===== src/rtl/sfc_pkg.sv =====
// ----------------------------------------------------------------------------
// sfc_pkg: shared types and constants for the sphere frustum cull test
// Field widths, verdict codes, configuration register indexes, the
// configuration bundle and the pipeline advance controls.
// ----------------------------------------------------------------------------
package sfc_pkg;

    // Field widths
    localparam int unsigned COORD_W   = 32;                  // Q16.16 signed coordinate
    localparam int unsigned DIST_W    = 31;                  // Q15.16 unsigned distance/radius
    localparam int unsigned NORM_W    = 16;                  // Q1.14 signed normal component
    localparam int unsigned CFG_W     = 32;                  // widest configuration register
    localparam int unsigned CFG_IDX_W = 3;
    localparam int unsigned VERDICT_W = 2;
    localparam int unsigned RS_SHIFT  = 14;                  // radius to product scale

    // Derived arithmetic widths
    localparam int unsigned PROD_W  = COORD_W + NORM_W;      // coordinate times normal
    localparam int unsigned SUM_W   = PROD_W + 1;            // sum of two products
    localparam int unsigned CMP_W   = SUM_W + 1;             // compare width vs. scaled radius
    localparam int unsigned DEPTH_W = COORD_W + 1;           // z plus or minus radius
    localparam int unsigned DCMP_W  = DEPTH_W + 1;           // compare width vs. clip distance

    // Verdict codes
    localparam logic [VERDICT_W-1:0] VERDICT_OUTSIDE = 2'd0;
    localparam logic [VERDICT_W-1:0] VERDICT_CROSSES = 2'd1;
    localparam logic [VERDICT_W-1:0] VERDICT_INSIDE  = 2'd2;

    // Reset value of the near distance: 1.0 in Q15.16
    localparam logic [DIST_W-1:0] NEAR_RESET = 31'd65536;

    // Configuration register indexes
    typedef enum logic [CFG_IDX_W-1:0] {
        CFG_NEAR  = 3'd0,
        CFG_FAR   = 3'd1,
        CFG_LEFT  = 3'd2,
        CFG_RIGHT = 3'd3,
        CFG_UP    = 3'd4,
        CFG_DOWN  = 3'd5
    } cfg_index_t;

    // Configuration register bundle
    typedef struct packed {
        logic [DIST_W-1:0] near_distance;
        logic [DIST_W-1:0] far_distance;
        logic [CFG_W-1:0]  left_plane;
        logic [CFG_W-1:0]  right_plane;
        logic [CFG_W-1:0]  up_plane;
        logic [CFG_W-1:0]  down_plane;
    } sfc_cfg_t;

    // Stage load enables handed to the datapath lanes
    typedef struct packed {
        logic s2_en;
        logic s3_en;
    } sfc_ctl_t;

endpackage


===== src/rtl/sfc_depth.sv =====
// ----------------------------------------------------------------------------
// sfc_depth: near and far plane test
// Stage 2 forms z - r and z + r; stage 3 compares both against the clip
// distances and registers the outside and straddle flags.
// ----------------------------------------------------------------------------
module sfc_depth
    import sfc_pkg::*;
(
    input  logic                      clk,
    input  sfc_ctl_t                  ctl,
    input  logic [DIST_W-1:0]         near_distance,
    input  logic [DIST_W-1:0]         far_distance,
    input  logic signed [COORD_W-1:0] pos_z,
    input  logic [DIST_W-1:0]         radius,
    output logic                      out_flag,
    output logic                      cross_flag
);

    localparam int unsigned RPAD_W = DEPTH_W - DIST_W;
    localparam int unsigned DPAD_W = DCMP_W - DIST_W;

    logic signed [DEPTH_W-1:0] zlo_next;
    logic signed [DEPTH_W-1:0] zhi_next;
    logic signed [DEPTH_W-1:0] zlo_reg;
    logic signed [DEPTH_W-1:0] zhi_reg;
    logic signed [DCMP_W-1:0]  zlo_x;
    logic signed [DCMP_W-1:0]  zhi_x;
    logic signed [DCMP_W-1:0]  neg_near;
    logic signed [DCMP_W-1:0]  neg_far;
    logic                      far_on;
    logic                      out_next;
    logic                      cross_next;
    logic                      out_flag_reg;
    logic                      cross_flag_reg;

    // Near and far extent of the sphere along z
    assign zlo_next = $signed({pos_z[COORD_W-1], pos_z}) - $signed({{RPAD_W{1'b0}}, radius});
    assign zhi_next = $signed({pos_z[COORD_W-1], pos_z}) + $signed({{RPAD_W{1'b0}}, radius});

    always_ff @(posedge clk)
    begin
        if (ctl.s2_en)
        begin
            zlo_reg <= zlo_next;
            zhi_reg <= zhi_next;
        end
    end

    // Compare against the clip planes at z = -near and z = -far
    assign zlo_x    = {zlo_reg[DEPTH_W-1], zlo_reg};
    assign zhi_x    = {zhi_reg[DEPTH_W-1], zhi_reg};
    assign neg_near = -$signed({{DPAD_W{1'b0}}, near_distance});
    assign neg_far  = -$signed({{DPAD_W{1'b0}}, far_distance});
    assign far_on   = (far_distance != '0);

    assign out_next   = (zlo_x > neg_near) || (far_on && (zhi_x < neg_far));
    assign cross_next = (zhi_x > neg_near) || (far_on && (zlo_x < neg_far));

    always_ff @(posedge clk)
    begin
        if (ctl.s3_en)
        begin
            out_flag_reg   <= out_next;
            cross_flag_reg <= cross_next;
        end
    end

    assign out_flag   = out_flag_reg;
    assign cross_flag = cross_flag_reg;

endmodule


===== config.mk =====
export PLATFORM = sky130hd
export DESIGN_NAME = sfc_depth
export DESIGN_NICKNAME = d
export VERILOG_FILES = /design/src/rtl/sfc_pkg.sv /design/src/rtl/sfc_depth.sv
export SDC_FILE = /design/constraint.sdc
export NUM_CORES = 1
export LEC_CHECK = 0
export BUFFER_PORTS_ARGS = -buffer_cell sky130_fd_sc_hd__buf_2
export CORE_AREA = 2 2 168 170
export DETAILED_ROUTE_END_ITERATION = 10
export DIE_AREA = 0 0 170 172
export GPL_TIMING_DRIVEN = 0
export PLACE_DENSITY_LB_ADDON = 0.15
export REMOVE_ABC_BUFFERS = 1
export SKIP_LAST_GASP = 1
export SLEW_MARGIN = 40
export SYNTH_ARGS = -nofsm -noshare
export SYNTH_HDL_FRONTEND = slang
export SYNTH_SLANG_ARGS = --single-unit

===== constraint.sdc =====
create_clock -name clk -period 9.8 [get_ports clk]
set_clock_uncertainty 0.15 [all_clocks]
set_input_delay 0.98 -clock clk [delete_from_list [all_inputs] [get_ports clk]]
set_output_delay 0.98 -clock clk [all_outputs]
set_load 0.01 [all_outputs]

==> results.sh, run 1 <==
export IMPL_status="complete, no violations"
export IMPL_grt_pass1_wl_um=40700
export IMPL_pwr_share_clk_pct=23.3
export IMPL_drc_errors=0
export IMPL_p_int_mw=0.780
export IMPL_timing_slew_headroom_pct=50.4
export IMPL_cts_buffers=9
export IMPL_track_usage_pct=17.6
export IMPL_insertedDiodeCount=0
export IMPL_worstPathCellList="buf_2, inv_1, ha_1, or4b_1, or2_2, or4_2, xnor2_1, ha_1, a211oi_1, or2b_2, a311o_1, a221oi_2, nor3_1, nor3_1, o32ai_2"
export IMPL_top_level_ports=130
export IMPL_mostFrequentLayoutCells="ha_1, buf_2, a21oi_1"
export IMPL_finalHoldViolCount=0
export IMPL_io_buffers=129
export IMPL_finalInstanceArea_mm2=0.0107
export IMPL_r2r_end="out_flag"
export IMPL_power_leakage_nw=4.93
export IMPL_synth_distinct_cells=79
export IMPL_max_cap_violations=0
export IMPL_die_y_um=172
export IMPL_start_kind="input pin"
export IMPL_cp_depth=15
export IMPL_clock_path_buffers=2
export IMPL_drive_above_1_share_pct=14.6
export IMPL_fin_crit_sh_pct=53.3
export IMPL_vdd_drop_max_mv=0.0642
export IMPL_worst_skew_pair_late_latency_ps=330
export IMPL_core_area_mm2=0.0275
export IMPL_cts_resized=0
export IMPL_r2r_cells=9
export IMPL_p_sw_share_pct=36.9
export IMPL_cpLargestDelayFamily="simple AND/OR/NAND/NOR gates"
export IMPL_root_buffer="clkbuf_16"
export IMPL_wl_per_cell_um=16.5
export IMPL_synthFlopType="edfxtp_1"
export IMPL_power_per_cell_area_mw_per_mm2=116
export IMPL_synth_edf_count=67
export IMPL_wirelength_um=25500
export IMPL_yosys_register_bits=67
export IMPL_yosysWarnings=0
export IMPL_met2WireLength_um=10400
export IMPL_final_common_cell="ha_1"
export IMPL_dr_wl_met3_um=921
export IMPL_setup_viol=0
export IMPL_die_area_mm2=0.0292
export IMPL_hold_end="out_flag"
export IMPL_cp_required_ps=9700
export IMPL_cts_tree="built"
export IMPL_critPathMaxFanout=5
export IMPL_async_reset_ff_share_pct=0
export IMPL_min_path_type="in2reg"
export IMPL_slowest_stage="or4b_1"
export IMPL_hold_depth=1
export IMPL_top_layer="met4"
export IMPL_htreeDepth=3
export IMPL_drt_iter0_drc=399
export IMPL_p_switching_mw=0.457
export IMPL_crit_arrival_ps=5130
export IMPL_holdWs_ps=716
export IMPL_max_slew_worst_pin_slew_ps=735
export IMPL_slowest_delay_ps=580
export IMPL_critPathKind="in2reg"
export IMPL_rows=61
export IMPL_fmax_mhz=191
export IMPL_end_kind="flop"
export IMPL_syn_avg_cell_area_um2=8.73
export IMPL_ff2ff_setup_slack_ps=6740
export IMPL_clk_pin_slew_ps=60
export IMPL_cts_sinks=67
export IMPL_placed_area_mm2=0.0104
export IMPL_largest_reg_flops=33
export IMPL_grt_pass1_vias=7814
export IMPL_area_delta_synth_final_pct=13.4
export IMPL_syn_area_mm2=0.00943
export IMPL_first_pass_iters=4
export IMPL_drt_vias_per_instance=5.24
export IMPL_setup_slack_ps=4580
export IMPL_critPathBufInv=2
export IMPL_post_cts_buffers=0
export IMPL_met1Wirelength_um=14000
export IMPL_post_dp_hpwl_um=22000
export IMPL_place_congestion=0.862
export IMPL_postRouteAntennaNets=0
export IMPL_grt_antenna_before_repair=0
export IMPL_fin_nets=1515
export IMPL_rsz0062_at_grt="false"
export IMPL_seqPwrFrac_pct=35.0
export IMPL_die_w_um=170
export IMPL_grt_max_degree=66
export IMPL_initial_utilization_pct=34.3
export IMPL_postCtsHoldBufs=0
export IMPL_worstHoldStart="ctl[0]"
export IMPL_report_final_slew_viol_count=0
export IMPL_vias=8099
export IMPL_grt_ovfl_total=0
export IMPL_setup_tns_ps=0
export IMPL_ys_seq_area_share_pct=21.3
export IMPL_worstReg2RegStart="zhi_reg[11]"
export IMPL_period_needed_ps=5220
export IMPL_dpl_worst_slack_ps=4200
export IMPL_synthCells=1080
export IMPL_comb_power_share_pct=41.6
==> cells in the mapped netlist (all sizes together) (8+ instances only) <==
library cell,instances,share of area [%]
a21o,40,3.2
a21oi,87,4.6
and3,9,0.61
clkbuf,18,0.72
edfxtp,67,21
ha,189,25
inv,75,3.0
nand2,57,2.3
nand2b,17,1.1
nand3,13,0.69
nand4,21,1.4
nor2,82,3.3
nor2b,17,1.1
nor3,38,2.0
nor4,24,1.8
o211ai,11,0.88
o21a,8,0.64
o21ai,45,2.4
o21bai,11,0.88
or2,11,0.76
or3,10,0.68
or4,13,1.1
xnor2,66,6.1
xor2,41,3.9
==> layer usage <==
layer / vias to the layer above / track usage (%)
met5: - / 0
met4: 0 / 3.12
met2: 145 / 26.6
li1: 4249 / -
met1: 3696 / 27.2
met3: 9 / 1.69
==> cell type report <==
type / count / area (um2)
timing repair buffer: 130 / 668
tap: 346 / 433
sequential: 67 / 2010
inverter: 75 / 282
fill: 2863 / 16800
multi-input combinational: 913 / 7040
clock inverter: 5 / 30.0
clock buffer: 11 / 233
==> power by group through the flow <==
stage	Combinational [mW]	Clock, mW	Sequential, mW
after detailed placement	0.512	0	0.438
after floorplan	0.361	0	0.408
after global placement	0.505	0	0.439
after CTS	0.516	0.299	0.432
final	0.515	0.289	0.433
after global routing	0.593	0.309	0.438
==> stage by stage <==
| step | cells | total power, mW | utilization, % |
|---|---|---|---|
| final | 1547 | 1.24 | 38.9 |
| after global routing | 1547 | 1.34 | 38.9 |
| after CTS | 1546 | 1.25 | 38.9 |
| after detailed placement | 1530 | 0.950 | 37.9 |
| after global placement | 1530 | 0.943 | 37.9 |
| after floorplan | 1055 | 0.769 | - |
==> worst max-delay path by stage <==
stage	slack (ps)	from	endpoint
floorplan	4850	far_distance[0]	out_flag
global placement	4100	far_distance[0]	cross_flag
detailed placement	4200	far_distance[0]	out_flag
CTS	4530	far_distance[0]	out_flag
global route	4330	far_distance[0]	out_flag
finish	4580	far_distance[0]	out_flag
==> kinds of logic (layout without fill, tap and decap cells) <==
family / count (synthesis) / after routing / synth area share [%]
buffers and inverters: 100 / 221 / 4.07
flip-flops: 67 / 67 / 21.3
XOR/XNOR: 107 / 107 / 10.0
AND/OR/NAND/NOR: 338 / 338 / 19.6
adder cells (fa/ha/maj): 192 / 192 / 25.6
AO/OA/AOI/OAI: 276 / 276 / 19.4
Note: power is estimated with default switching activity, not from simulation.
==> run 2: changes to the inputs <==
==> constraint.sdc (replaced) <==
create_clock -name clk -period 4.7 [get_ports clk]
set_clock_uncertainty 0.15 [all_clocks]
set_input_delay 0.47 -clock clk [delete_from_list [all_inputs] [get_ports clk]]
set_output_delay 0.47 -clock clk [all_outputs]
set_load 0.01 [all_outputs]
==> results.sh, run 2 (synthesis gave the netlist of run 1 again) <==
export IMPL_status="complete, no violations"
export IMPL_drt_iter0_drc=373
export IMPL_report_final_slew_viol_count=0
export IMPL_worst_skew_pair_late_latency_ps=330
export IMPL_mostFrequentLayoutCells="ha_1, buf_2, a21oi_1"
export IMPL_finalHoldViolCount=0
export IMPL_dpl_cell_count=1530
export IMPL_wirelength_um=25400
export IMPL_wl_per_cell_um=16.4
export IMPL_cpLargestDelayFamily="simple AND/OR/NAND/NOR gates"
export IMPL_die_w_um=170
export IMPL_setup_viol=0
export IMPL_grt_pass1_vias=7827
export IMPL_slowest_delay_ps=590
export IMPL_cts_buffers=9
export IMPL_slowest_stage="or4_2"
export IMPL_end_kind="flop"
export IMPL_max_slew_worst_pin_slew_ps=735
export IMPL_postRouteAntennaNets=0
export IMPL_period_needed_ps=4530
export IMPL_drt_vias_per_instance=5.24
export IMPL_start_kind="input pin"
export IMPL_critPathBufInv=2
export IMPL_fin_nets=1515
export IMPL_vias=8099
export IMPL_critPathMaxFanout=5
export IMPL_place_congestion=0.862
export IMPL_power_per_cell_area_mw_per_mm2=240
export IMPL_fmax_mhz=221
export IMPL_vdd_drop_max_mv=0.136
export IMPL_die_area_mm2=0.0292
export IMPL_grt_max_degree=66
export IMPL_die_y_um=172
export IMPL_max_cap_violations=0
export IMPL_cts_sinks=67
export IMPL_cp_required_ps=4690
export IMPL_holdWs_ps=208
export IMPL_rows=61
export IMPL_htreeDepth=3
export IMPL_first_pass_iters=5
export IMPL_core_area_mm2=0.0275
export IMPL_largest_reg_flops=33
export IMPL_top_level_ports=130
export IMPL_post_dp_hpwl_um=22000
export IMPL_crit_arrival_ps=4520
export IMPL_timing_slew_headroom_pct=50.4
export IMPL_track_usage_pct=17.6
export IMPL_io_buffers=129
export IMPL_clk_pin_slew_ps=60
export IMPL_rsz0062_at_grt="true"
export IMPL_area_delta_synth_final_pct=13.9
export IMPL_setup_slack_ps=169
export IMPL_insertedDiodeCount=0
export IMPL_grt_ovfl_total=0
export IMPL_drive_above_1_share_pct=14.9
export IMPL_dpl_worst_slack_ps=-388
export IMPL_grt_pass1_wl_um=40700
export IMPL_min_path_type="in2reg"
export IMPL_grt_antenna_before_repair=0
export IMPL_placed_area_mm2=0.0104
export IMPL_postLayoutCoreUtil_pct=39.1
export IMPL_cts_tree="built"
export IMPL_finalInstanceArea_mm2=0.0107
export IMPL_initial_utilization_pct=34.3
export IMPL_postCtsHoldBufs=0
export IMPL_final_common_cell="ha_1"
export IMPL_clock_path_buffers=2
export IMPL_root_buffer="clkbuf_16"
export IMPL_drc_errors=0
export IMPL_fin_crit_sh_pct=96.4
export IMPL_critPathKind="in2reg"
export IMPL_power_leakage_nw=4.95
export IMPL_fin_cells=1547
export IMPL_worstPathCellList="buf_2, inv_1, ha_1, or4b_4, or2_2, or4_2, xnor2_2, ha_1, a211oi_2, or2b_2, a311o_1, a221oi_2, nor3_1, o21a_1, o32ai_2"
export IMPL_crit_top_cell="ha_1"
## run 2: cell counts in the layout (fill, tap and decap cells not counted)
Identical to the previous run, type by type.
## run 2: final cells by class
cell class,count,area (um2)
Tap cell,346,433
Fill cell,2855,16700
Inverter,75,282
Multi-Input combinational cell,913,7080
Sequential cell,67,2010
Timing Repair Buffer,130,668
Clock inverter,5,30.0
Clock buffer,11,233
## run 2: metal layers
metal  global-route usage (%)  routed length, um
met5                        0                  0
met4                     2.90                183
met3                     1.74               1050
met2                     26.7              10300
met1                     27.2              13900
## run 2: through the flow
stage,setup TNS (ps),power (mW)
floorplan,0,1.60
global placement,-922,1.97
detailed placement,-586,1.98
CTS,0,2.60
global route,-5.46,2.80
finish,0,2.58
## run 2: power by group
| group | switching [mW] | internal (mW) |
|---|---|---|
| Sequential | 0.107 | 0.796 |
| Combinational | 0.598 | 0.478 |
| Clock | 0.247 | 0.354 |
## run 2: worst paths after layout
| path | start | end | slack (ps) | depth (start not counted) |
|---|---|---|---|---|
| min | ctl[0] | out_flag | 210 | 1 |
| max reg2reg | zhi_reg[11] | out_flag | 1680 | 9 |
| max | far_distance[0] | out_flag | 170 | 15 |
| min reg2reg | zlo_reg[20] | out_flag | 730 | 4 |
## run 2: what timing repair did
item / CTS / global route
endpoints found under the setup margin: 1 / 2
setup buffers: 0 / 0
pin swaps: 0 / 1
gates resized for setup: 1 / 5
## run 2: worst register-to-register path, cell delays in order, from the launching register on
cell and delay [ps]:
edfxtp_1 450, ha_1 340, a21o_1 200, a211oi_2 220, or2b_2 330, a311o_1 370, a221oi_2 250, nor3_1 100
o21a_1 200, o32ai_2 240
==> run 3: changes to the inputs <==
--- a/config.mk
+++ b/config.mk
@@ -10,7 +10,7 @@
 export DETAILED_ROUTE_END_ITERATION = 10
 export DIE_AREA = 0 0 170 172
 export GPL_TIMING_DRIVEN = 0
-export PLACE_DENSITY_LB_ADDON = 0.15
+export PLACE_DENSITY = 0.61
 export REMOVE_ABC_BUFFERS = 1
 export SKIP_LAST_GASP = 1
 export SLEW_MARGIN = 40
==> results.sh, run 3 (synthesis gave the netlist of run 1 again) <==
export IMPL_track_usage_pct=17.4
export IMPL_cts_sinks=67
export IMPL_report_final_slew_viol_count=0
export IMPL_setup_tns_ps=0
export IMPL_area_delta_synth_final_pct=13.9
export IMPL_wirelength_um=25100
export IMPL_cts_tree="built"
export IMPL_start_kind="input pin"
export IMPL_die_y_um=172
export IMPL_worstPathCellList="buf_2, inv_1, ha_1, or4b_4, or2_2, or4_2, xnor2_2, ha_1, a211oi_2, or2b_2, a311o_1, a221oi_2, nor3_1, nor3_1, o32ai_2"
export IMPL_postRouteAntennaNets=0
export IMPL_drt_vias_per_instance=5.29
export IMPL_htreeDepth=3
export IMPL_status="complete, no violations"
export IMPL_placed_area_mm2=0.0104
export IMPL_fin_crit_sh_pct=95.7
export IMPL_io_buffers=129
export IMPL_grt_ovfl_total=0
export IMPL_vias=8175
export IMPL_critPathMaxFanout=5
export IMPL_insertedDiodeCount=0
export IMPL_critPathKind="in2reg"
export IMPL_power_per_cell_area_mw_per_mm2=240
export IMPL_fin_cells=1546
export IMPL_mostFrequentLayoutCells="ha_1, buf_2, a21oi_1"
export IMPL_wl_per_cell_um=16.2
export IMPL_fin_nets=1514
export IMPL_core_area_mm2=0.0275
export IMPL_seqCellArea_mm2=0.00201
export IMPL_fmax_mhz=222
export IMPL_max_slew_worst_pin_slew_ps=812
export IMPL_rows=61
export IMPL_multi_input_area_mm2=0.00709
export IMPL_grt_max_degree=66
export IMPL_critPathBufInv=2
export IMPL_post_cts_buffers=0
export IMPL_final_common_cell="ha_1"
export IMPL_die_w_um=170
export IMPL_crit_arrival_ps=4400
export IMPL_clk_pin_slew_ps=60
export IMPL_place_congestion=0.867
export IMPL_initial_utilization_pct=34.3
export IMPL_fill_cells=2829
export IMPL_die_area_mm2=0.0292
export IMPL_clock_path_buffers=2
export IMPL_drc_errors=0
export IMPL_max_cap_violations=0
export IMPL_grt_pass1_vias=8150
export IMPL_period_needed_ps=4500
export IMPL_finalHoldViolCount=0
export IMPL_power_leakage_nw=4.94
export IMPL_end_kind="flop"
export IMPL_finalInstanceArea_mm2=0.0107
export IMPL_grt_pass1_wl_um=40800
export IMPL_worst_skew_pair_late_latency_ps=330
export IMPL_drt_iter0_drc=518
export IMPL_cts_buffers=9
export IMPL_cp_required_ps=4600
export IMPL_slowest_delay_ps=590
export IMPL_post_dp_hpwl_um=22000
export IMPL_drive_above_1_share_pct=15.1
export IMPL_largest_reg_flops=33
export IMPL_vdd_drop_max_mv=0.165
export IMPL_grt_antenna_before_repair=0
export IMPL_first_pass_iters=4
export IMPL_top_level_ports=130
export IMPL_postCtsHoldBufs=0
export IMPL_rsz0062_at_grt="false"
export IMPL_slowest_stage="or4_2"
export IMPL_setup_viol=0
export IMPL_timing_slew_headroom_pct=45.4
export IMPL_cpLargestDelayFamily="simple AND/OR/NAND/NOR gates"
export IMPL_min_path_type="in2reg"
export IMPL_root_buffer="clkbuf_16"
export IMPL_dpl_cell_count=1530
run 3: changes by cell type in the layout (fill, tap and decap cells not counted), moves of 2 or more:
cell	previous run	this run
clkinv_2	3	0
clkbuf_1	2	0
nor4_1	21	19
clkinv_4	0	3
nor4_2	0	3
run 3: worst paths after layout:
path                                   end  cells past startpoint  slack, ps             from
worst max-delay path              out_flag                     15        200  far_distance[0]
worst min-delay path            cross_flag                      1        250           ctl[0]
worst max register to register    out_flag                      9       1750      zhi_reg[11]
worst min register to register    out_flag                      4        750      zlo_reg[20]
run 3: timing repair:
action	CTS	global route
gates resized for setup	1	6
endpoints found under the hold margin	0	0
pin swaps	0	1
setup endpoints to repair	1	2
run 3: layout make-up:
cell class	instances	area share, %
Multi-Input combinational cell	913	66.0
Clock inverter	7	0.501
Clock buffer	9	2.10
Tap cell	346	4.03
Sequential cell	67	18.7
Timing Repair Buffer	129	6.04
Inverter	75	2.62
run 3: power breakdown:
part / leakage [nW] / switching [mW] / internal, mW
clock network: 0.130 / 0.250 / 0.359
registers: 0.655 / 0.101 / 0.796
logic: 4.16 / 0.593 / 0.476
total: 4.94 / 0.944 / 1.63
run 3: routing by layer:
metal	vias up	track usage, %	share of wire (%)
li1	4246	-	-
met1	3781	24.6	51
met2	131	28.9	45
met3	17	2.13	3.5
met4	0	3.20	0.96
met5	-	0	0
run 3: stage by stage:
| step | hold WS, ps | setup slack (ps) | total power, mW | utilization (%) |
|---|---|---|---|---|
| 2_1_floorplan | 432 | 256 | 1.60 | - |
| 3_3_place_gp | 581 | -350 | 1.94 | 37.9 |
| 3_5_place_dp | 584 | -314 | 1.96 | 37.9 |
| 4_1_cts | 239 | 73.5 | 2.59 | 39.0 |
| 5_1_grt | 231 | 28.2 | 2.78 | 39.1 |
| 6_report | 246 | 203 | 2.57 | 39.1 |
